===== config.mk =====
export PLATFORM = sky130hd
export DESIGN_NAME = ffsra_ctrl
export DESIGN_NICKNAME = d
export VERILOG_FILES = /design/src/rtl/ffsra_pkg.sv /design/src/rtl/ffsra_ctrl.sv
export SDC_FILE = /design/constraint.sdc
export NUM_CORES = 1
export LEC_CHECK = 0
export BUFFER_PORTS_ARGS = -buffer_cell sky130_fd_sc_hd__buf_4
export CORE_AREA = 8 8 45 47
export DETAILED_ROUTE_END_ITERATION = 6
export DIE_AREA = 0 0 53 55
export PLACE_DENSITY = 0.61
export SETUP_SLACK_MARGIN = 0.02
export SLEW_MARGIN = 20
export SYNTH_ARGS = -nofsm -noshare
export SYNTH_HDL_FRONTEND = slang
export SYNTH_SLANG_ARGS = --single-unit

===== constraint.sdc =====
create_clock -name clk -period 3.3 [get_ports clk]
set_input_delay 0.825 -clock clk [delete_from_list [all_inputs] [get_ports clk]]
set_output_delay 0.825 -clock clk [all_outputs]
set_load 0.02 [all_outputs]

===== src/rtl/ffsra_pkg.sv =====
// Shared types and codes for the first-fit slot and room allocator.
// Used by ffsra_ctrl, ffsra_datapath and first_fit_slot_room_allocator_top.
package ffsra_pkg;

  // Configuration register indexes
  localparam int CFG_IDX_W = 2;
  localparam int CFG_DATA_W = 7;
  localparam logic [CFG_IDX_W-1:0] CFG_NUM_SLOTS = 2'd0;
  localparam logic [CFG_IDX_W-1:0] CFG_NUM_ROOMS = 2'd1;

  localparam logic [6:0] NUM_SLOTS_RESET = 7'd64;
  localparam logic [4:0] NUM_ROOMS_RESET = 5'd16;

  // Result status codes
  localparam logic [1:0] STATUS_PLACED  = 2'd0;
  localparam logic [1:0] STATUS_NO_FIT  = 2'd1;
  localparam logic [1:0] STATUS_CLEARED = 2'd2;

  typedef struct packed {
    logic        action;
    logic [15:0] course_code;
    logic [5:0]  teacher_idx;
    logic [2:0]  year_id;
  } req_t;

  typedef struct packed {
    logic [1:0]  status;
    logic [15:0] course_out;
    logic [3:0]  room_index;
    logic [6:0]  slot_num;
  } rsp_t;

  typedef enum logic [2:0] {
    S_SWEEP,
    S_IDLE,
    S_BASE,
    S_SCAN,
    S_WRITE
  } ctl_state_t;

  // Controller -> datapath
  typedef struct packed {
    logic       sweep_en;
    logic       req_load;
    logic       base_load;
    logic       room_next;
    logic       hit_load;
    logic       write_en;
    logic       out_load;
    logic [1:0] out_status;
  } ctl_cmd_t;

  // Datapath -> controller
  typedef struct packed {
    logic in_clear;
    logic range_ok;
    logic base_zero;
    logic rooms_zero;
    logic hit;
    logic last_room;
    logic sweep_done;
  } ctl_sts_t;

endpackage


===== src/rtl/ffsra_ctrl.sv =====
// Sequencing state machine of the allocator: sweep, lookup, room scan, write back.
// Depends on ffsra_pkg (state enum, command/status structs, status codes).
module ffsra_ctrl (
  input  logic                clk,
  input  logic                rst_n,
  input  logic                start,
  output logic                busy,
  input  ffsra_pkg::ctl_sts_t sts,
  output ffsra_pkg::ctl_cmd_t cmd
);

  ffsra_pkg::ctl_state_t state_r, state_nxt;
  logic clear_pend_r, clear_pend_nxt;

  always_ff @(posedge clk) begin
    if (!rst_n) begin
      state_r      <= ffsra_pkg::S_SWEEP;
      clear_pend_r <= 1'b0;
    end else begin
      state_r      <= state_nxt;
      clear_pend_r <= clear_pend_nxt;
    end
  end

  assign busy = (state_r != ffsra_pkg::S_IDLE);

  // Next state
  always_comb begin
    state_nxt      = state_r;
    clear_pend_nxt = clear_pend_r;
    unique case (state_r)
      ffsra_pkg::S_SWEEP: begin
        if (sts.sweep_done) begin
          state_nxt      = ffsra_pkg::S_IDLE;
          clear_pend_nxt = 1'b0;
        end
      end
      ffsra_pkg::S_IDLE: begin
        if (start) begin
          if (sts.in_clear) begin
            state_nxt      = ffsra_pkg::S_SWEEP;
            clear_pend_nxt = 1'b1;
          end else begin
            state_nxt = ffsra_pkg::S_BASE;
          end
        end
      end
      ffsra_pkg::S_BASE: begin
        if (!sts.range_ok || sts.base_zero || sts.rooms_zero) begin
          state_nxt = ffsra_pkg::S_IDLE;
        end else begin
          state_nxt = ffsra_pkg::S_SCAN;
        end
      end
      ffsra_pkg::S_SCAN: begin
        if (sts.hit) begin
          state_nxt = ffsra_pkg::S_WRITE;
        end else if (sts.last_room) begin
          state_nxt = ffsra_pkg::S_IDLE;
        end
      end
      ffsra_pkg::S_WRITE: begin
        state_nxt = ffsra_pkg::S_IDLE;
      end
      default: begin
        state_nxt = ffsra_pkg::S_IDLE;
      end
    endcase
  end

  // Outputs
  always_comb begin
    cmd = '0;
    cmd.out_status = ffsra_pkg::STATUS_NO_FIT;
    unique case (state_r)
      ffsra_pkg::S_SWEEP: begin
        cmd.sweep_en = 1'b1;
        if (sts.sweep_done && clear_pend_r) begin
          cmd.out_load   = 1'b1;
          cmd.out_status = ffsra_pkg::STATUS_CLEARED;
        end
      end
      ffsra_pkg::S_IDLE: begin
        cmd.req_load = start;
      end
      ffsra_pkg::S_BASE: begin
        if (!sts.range_ok || sts.base_zero || sts.rooms_zero) begin
          cmd.out_load = 1'b1;
        end else begin
          cmd.base_load = 1'b1;
        end
      end
      ffsra_pkg::S_SCAN: begin
        if (sts.hit) begin
          cmd.hit_load = 1'b1;
        end else if (sts.last_room) begin
          cmd.out_load = 1'b1;
        end else begin
          cmd.room_next = 1'b1;
        end
      end
      ffsra_pkg::S_WRITE: begin
        cmd.write_en   = 1'b1;
        cmd.out_load   = 1'b1;
        cmd.out_status = ffsra_pkg::STATUS_PLACED;
      end
      default: begin
        cmd = '0;
      end
    endcase
  end

endmodule


==> results.md, run 1 <==
- In this run the horizontal extent of the chip is 53 µm.
- Once layout is done, the placed cells without fillers occupy 480.5 µm².
- Of the post-synthesis cell area, the dominant cell type holds 24.33%.
- For this design the static power due to leakage is 0.2255 nW.
- Yosys printed 0 warnings.
- Clock tree synthesis selected as its root buffer the cell sky130_fd_sc_hd__clkbuf_4.
- The net count of the finished layout is 72.
- After synthesis, flip-flops and latches occupy 24.33% of the total area.
- The share of layout cells above drive strength 1 is 41.67%.
- The core box area is 1384 µm².
- The count of hold buffers inserted by post-cts repair is 0.
- The via count of the first global-routing pass is 310.
- Before antenna repair, the detailed router went through 2 iterations.
- CTS built an H-tree with a depth of 1.
- The flow ran to the end, and the final reports show no timing, DRC or antenna violations.
- The mean instance size in the synthesized netlist is 7.835 µm².
- After legalization and detailed placement, the total HPWL measured 746.2 µm.
- For this block, the via count after detailed routing is 359.
- The post-route setup TNS is 0 ns.
- Clock-pin slew was measured on the worst setup and hold paths at 0.04 ns.
- The DRC violation total after the first TritonRoute iteration is 6.
- The post-route clock period utilization is 76.84%.
- Sorting the synthesized cells by area gives the leading types as sky130_fd_sc_hd__dfxtp_1 24%, sky130_fd_sc_hd__nor4bb_4 7.6%, sky130_fd_sc_hd__buf_4 6.8%.
- The global placer's final weighted congestion is 0.7603.
- The worst pin sits at a relative slew slack of 72.46%.
- The post-synthesis instance area is 329.1 µm².
- In this run, post-CTS repair resized a total of 0 instances.
- The number of top-level design ports is 20.
- The worst-skew pair later-pin latency is 0.24 ns.
- The maximum clock skew at final layout is 0.003378 ns.
- The total inserted antenna cells is 0.
- The count of buffers from port buffering is 19.
- The placed cell area is 457.9 µm².
- The max-slew violation total from the final report came to 0.
- The number of buffers added by the clock tree synthesis step is 3.
- Summed over all instances, the cell type with the most area after synthesis is sky130_fd_sc_hd__dfxtp_1.
- The combinational power share is 25.0%.
- The die outline height is 55 µm.
- The internal power of the cells totals 0.1116 mW.
- The first global-routing pass estimated 1.311 mm of wire.
- The die covers 2915 µm².
- The detail route stage leaves a number of antenna-violating nets equal to 0.
- In the synthesized netlist the dominant register cell turns out to be sky130_fd_sc_hd__dfxtp_1.
- Setup repair after global routing left no endpoint under its margin.
- The net switching power figure is 0.04457 mW.
- The clock network accounts for 39.3% of the total power.
- The number of clock sinks seen by CTS is 4.
- After detailed routing, the number of vias per cell comes to 4.724.
- Counting flops with an async set or reset pin after synthesis yields a share of 0%.
- No sink is reached through more buffers than the 2 on the longest clock path.
- Synthesis produced 42 cells.
- The proportion of power drawn by flip-flops and latches is 35.7%.
- The count of flip-flops with a built-in enable after synthesis is 0.
- The smallest clock period supported by the final layout is computed as 2.536 ns.
- The initial utilization of the core area, before any placement, comes to 23.78%.
- The initial antenna violation count is 0.
- The number of hold violations in the final report is 0.
- Registers take 80.08 µm².
- When the netlist entered floorplanning its net count stood at 52.
- The worst setup path category is primary input to output pin.
- The buffer count from post-CTS setup fixing is 0.
- In the routed design, unresolved DRC markers number 0.
- The critical-path maximum fanout is 2.
- The achievable clock frequency is 394.4 MHz.
- The peak supply drop is 0.0002150 V.
- The initialized floorplan defines 14 standard-cell rows.
- For the worst setup path, the data required time is 2.47 ns.
- TritonCTS built the clock tree.
- The final layout contains routed wiring with a total length of 947 µm.
- The flip-flop and latch count after synthesis is 4.
- The area of the multi-input gates is 215.2 µm².
- The netlist uses 21 different library cells.
- The commonest cells after synthesis are 6 x sky130_fd_sc_hd__nand2_1, 6 x sky130_fd_sc_hd__nor2_1, 4 x sky130_fd_sc_hd__dfxtp_1.
- The data arrival time of the worst path is 1.71 ns.
- Relative to the synthesized area, the layout overhead comes to 46.01%.
- The routed wire length per instance is 12.46 µm.
- The worst hold path belongs to the class flip-flop to flip-flop.
- After global routing the overflow that remains totals 0.
- The setup-violating endpoint count in the final report is 0.
- Across the run, the number of max-cap violations was 0.
- The power density over cell area is 325.0 nW/µm².
- Global routing used 6.233% of the available tracks across all layers.
- The transition time at the pin with the least slew margin is 0.4125 ns.
- The worst setup path is launched from a primary input.
- The switching share of power is 28.54%.
- Entering global routing, the biggest net connects 13 pins.
- The worst setup path is captured at an output pin.
- Fill cells in the final layout number 153.
[path summary, 6_finish.rpt]
kind,depth (start not counted),startpoint,slack (ns),endpoint
worst min register to register,2,clear_pend_r$_SDFFE_PN0P_,0.50,clear_pend_r$_SDFFE_PN0P_
worst max register to register,3,state_r[0]$_SDFFE_PN0P_,2.00,state_r[1]$_SDFFE_PN0P_
worst max-delay path,6,sts[4],0.76,cmd[2]
worst min-delay path,2,clear_pend_r$_SDFFE_PN0P_,0.50,clear_pend_r$_SDFFE_PN0P_
[metrics by stage]
stage	utilization [%]	instances	setup WS [ns]	power [mW]	hold WS, ns
finish	34.72	76	0.7644	0.1562	0.4988
global route	34.72	76	0.7029	0.1671	0.5267
CTS	34.72	76	0.7592	0.1583	0.5030
detailed placement	33.09	73	0.7653	0.09575	0.4898
global placement	33.09	73	0.7901	0.09508	0.4853
floorplan	-	42	0.8166	0.07730	0.4657
[sequential cells by signal, summed over array words and instances, names as in the netlist]
name / flops
state_r: 3
clear_pend_r: 1
[final cells by class]
| class | count | share of cell area (%) |
|---|---|---|
| well taps | 16 | 4.167 |
| repair buffers | 19 | 29.69 |
| multi-input cells | 34 | 44.79 |
| clock buffers | 3 | 4.687 |
| flip-flops and latches | 4 | 16.67 |
[per-layer routing]
layer	up-vias	routed length, µm	global-route usage [%]
li1	184	-	-
met5	-	0	0
met1	162	368	6.240
met2	13	470	10.55
met3	0	108	5.080
met4	0	0	0
[power by group through the flow]
stage                     clock network, mW  registers (mW)  logic (mW)
after floorplan                           0          0.0524      0.0249
after global placement                    0          0.0564      0.0387
after global routing                 0.0676          0.0563      0.0432
after detailed placement                  0          0.0563      0.0394
after CTS                            0.0631          0.0556      0.0396
final                                0.0614          0.0558      0.0390
[layout by cell type, fill, tap and decap left out, drive strengths merged]
cell type,n
a211oi,1
a21boi,1
a21oi,3
a31oi,2
and2,2
and3,2
buf,19
clkbuf,3
dfxtp,4
nand2,6
nand2b,1
nand3,1
nor2,6
nor3,2
nor3b,2
nor4,1
nor4bb,1
o21a,1
o311a,1
or2,1
[critical path, cell delays in order]
cell and delay, ns:
sky130_fd_sc_hd__buf_4 0.12, sky130_fd_sc_hd__nor4bb_4 0.30, sky130_fd_sc_hd__nor2_1 0.07, sky130_fd_sc_hd__a21oi_1 0.15, sky130_fd_sc_hd__a211oi_1 0.07, sky130_fd_sc_hd__buf_4 0.17
[cell families (layout without fill, tap and decap cells)]
family	after synthesis	in the layout	share of synthesized area (%)
flip-flops	4	4	24.34
AO/OA/AOI/OAI	9	9	18.25
buffers and inverters	4	22	10.27
AND/OR/NAND/NOR	25	25	47.15
No activity file was read; power rests on OpenSTA's default activity.
==> run 2, diff against run 1 <==
Clock period 3.3 ns to 2.6 ns, I/O delays scaled along.
==> results.md, run 2 (same netlist as run 1, synthesis figures left out) <==
- In the final routed layout, each cell accounts on average for 11.00 µm.
- STA classifies the critical path startpoint as a flip-flop.
- The most common cell after layout, fill and taps aside is sky130_fd_sc_hd__buf_4.
- The number of hold violations in the final report was 0.
- Among cell families on the critical path, the largest total delay comes from flip-flops.
- Adding up every negative setup slack in the final design gives 0 ns.
- The die boundary width is 53 µm.
- The peak supply drop is 0.0002278 V.
- The ratio of routed vias to standard cells is 4.605.
- The total inserted antenna cells is 0.
- The number of filler cells placed in the layout is 150.
- The number of flip-flops in the largest register is 3.
- The iteration count of the initial detailed-routing pass is 4.
- The internal portion of the total power is 0.1415 mW.
- The global placer's final weighted congestion is 0.7394.
- In the layout the commonest cells are 19 x sky130_fd_sc_hd__buf_4, 6 x sky130_fd_sc_hd__nand2_1, 6 x sky130_fd_sc_hd__nor2_1, 4 x sky130_fd_sc_hd__dfxtp_1.
- The worst endpoint required time is 1.95 ns.
- The power density over cell area is 405.2 nW/µm².
- The min-delay analysis places its worst path in the category flip-flop to flip-flop.
- Entering global routing, the biggest net connects 13 pins.
- In this run the worst path has a maximum fanout of 12.
- The overall routing resource usage is 6.288%.
- The biggest cell delay along the critical path is 0.55 ns.
- The worst setup path is of the flip-flop to output pin kind.
- The clock transition at the registers of the reported paths is 0.04 ns.
- CTS built an H-tree with a depth of 1.
- The run finished with clean final reports.
- The time the final worst path needs with I/O delays and setup is 2.225 ns.
- Summed over all layers, the global routing overflow is 0.
- Setup repair after global routing left no endpoint under its margin.
- The critical path goes through nand2_1 -> nor3_1 -> a21oi_1 -> a211oi_1 -> buf_4.
- The die outline height is 55 µm.
- The worst-case clock buffer depth is 2.
- Timing would allow up to 449.4 MHz.
- In the final layout, the registers with the most flip-flops are state_r: 3 flops, clear_pend_r: 1 flops.
- For this run, the share of the core covered by cells in the final layout is 34.72%.
- The capturing element type of the critical path is an output pin.
- The synthesis-to-layout area growth is 46.01%.
- The max-slew violation total from the final report was 0.
- The final route contains 350 vias.
- The flip-flop and latch area is 80.08 µm².
- Once the clock tree was built, the resizer swapped 0 gates to a different size.
- The count of hold buffers inserted by post-cts repair is 0.
- Buffers placed on the I/O ports in this run total 19.
- The DRC violation total after the first TritonRoute iteration is 7.
- After detailed routing, the number of remaining DRC violations is 0.
- 20 I/O pins were placed.
- The CTS tree is built.
- The total power is 0.1947 mW.
- The initial antenna violation count is 0.
- The via count of the first global-routing pass came to 340.
- Across the run, the number of max-cap violations was 0.
- For the worst setup path, the data arrival time is 1.58 ns.
- The transition time at the pin with the least slew margin is 0.3985 ns.
- Sequential cells burn 36.3% of the power.
- The worst-skew pair later-pin latency is 0.23 ns.
- In the final layout, the multi-input gates occupy 215.2 µm².
- The overall die area is 2915 µm².
- The worst relative slew slack is 73.40%.
- The number of clock sinks seen by CTS is 4.
- The detail route stage leaves a number of antenna-violating nets equal to 0.
- For the final database, setup skew stands at 0.005027 ns.
- The worst path uses 85.58% of the clock period.
- The slowest cell on the critical path is sky130_fd_sc_hd__dfxtp_1.
- Cells with a size suffix above 1 make up 41.67% of the layout.
- The share of total power dissipated in the clock network is 38.7%.
- The setup-violating endpoint count in the final report is 0.
- Ranked by flip-flop count, first place goes to state_r.
- Net switching is 27.32% of the power.
- After the last flow step, the layout net total stands at 72.
- After floorplanning, the core was divided into 14 placement rows.
- After clock tree synthesis, the setup repair step added 0 buffers.
- In this run, the combinational gates consume 25.1% of the power.
- The first-pass GRT wire length is 1.373 mm.
- The cell at the root of the clock tree is sky130_fd_sc_hd__clkbuf_4.
- The number of buffer and inverter instances along the worst setup path is 1.
- The region available for standard cell placement spans 1384 µm².
- The effective utilization at floorplan is 23.78%.
- The number of buffers added by the clock tree synthesis step is 3.
- The net switching power figure is 0.05319 mW.
- The leakage power summed over all cells is 0.2255 nW.
- The routed design has 836 µm of wire.
==> run 2: path summary, 6_finish.rpt <==
check                             from                         to  slack (ns)  cells after the start
max            state_r[0]$_SDFFE_PN0P_                     cmd[2]        0.37                      5
min          clear_pend_r$_SDFFE_PN0P_  clear_pend_r$_SDFFE_PN0P_        0.49                      2
max reg2reg    state_r[0]$_SDFFE_PN0P_    state_r[1]$_SDFFE_PN0P_        1.34                      3
min reg2reg  clear_pend_r$_SDFFE_PN0P_  clear_pend_r$_SDFFE_PN0P_        0.49                      2
==> run 2: layout make-up <==
cell class	instances	area share, %
clock buffer	3	4.687
tap	16	4.167
timing repair buffer	19	29.69
multi-input combinational	34	44.79
sequential	4	16.67
==> run 2: worst reg2reg max path: cells and delay by family, from the launching register on <==
| family | cells | cell delay [ns] |
|---|---|---|
| and+or+nand+nor | 2 | 0.45 |
| DFF | 1 | 0.55 |
| AOI/OAI and AO/OA | 1 | 0.21 |
==> run 2: layer usage <==
layer	GRT usage, %	up-vias	part of all wire [%]
met4	1.293	0	0
met1	6.849	152	38
li1	-	186	-
met2	9.180	12	48
met3	5.348	0	13
met5	0	-	0
==> run 2: power groups by stage <==
| stage | combinational (mW) | clock [mW] | sequential (mW) |
|---|---|---|---|
| after floorplan | 0.0316 | 0 | 0.0665 |
| after global placement | 0.0488 | 0 | 0.0717 |
| after detailed placement | 0.0494 | 0 | 0.0715 |
| after CTS | 0.0496 | 0.0796 | 0.0705 |
| after global routing | 0.0543 | 0.0846 | 0.0714 |
| final | 0.0488 | 0.0753 | 0.0706 |
==> run 2: stage by stage <==
| step | instances | worst slack, ns | hold slack (ns) | cell area, µm² |
|---|---|---|---|---|
| 6_report | 76 | 0.3749 | 0.4914 | 480.5 |
| 5_1_grt | 76 | 0.1376 | 0.5152 | 480.5 |
| 4_1_cts | 76 | 0.3510 | 0.4941 | 480.5 |
| 3_5_place_dp | 73 | 0.4473 | 0.4889 | 457.9 |
| 3_3_place_gp | 73 | 0.4386 | 0.4858 | 457.9 |
| 2_1_floorplan | 42 | 0.4666 | 0.4657 | 329.1 |
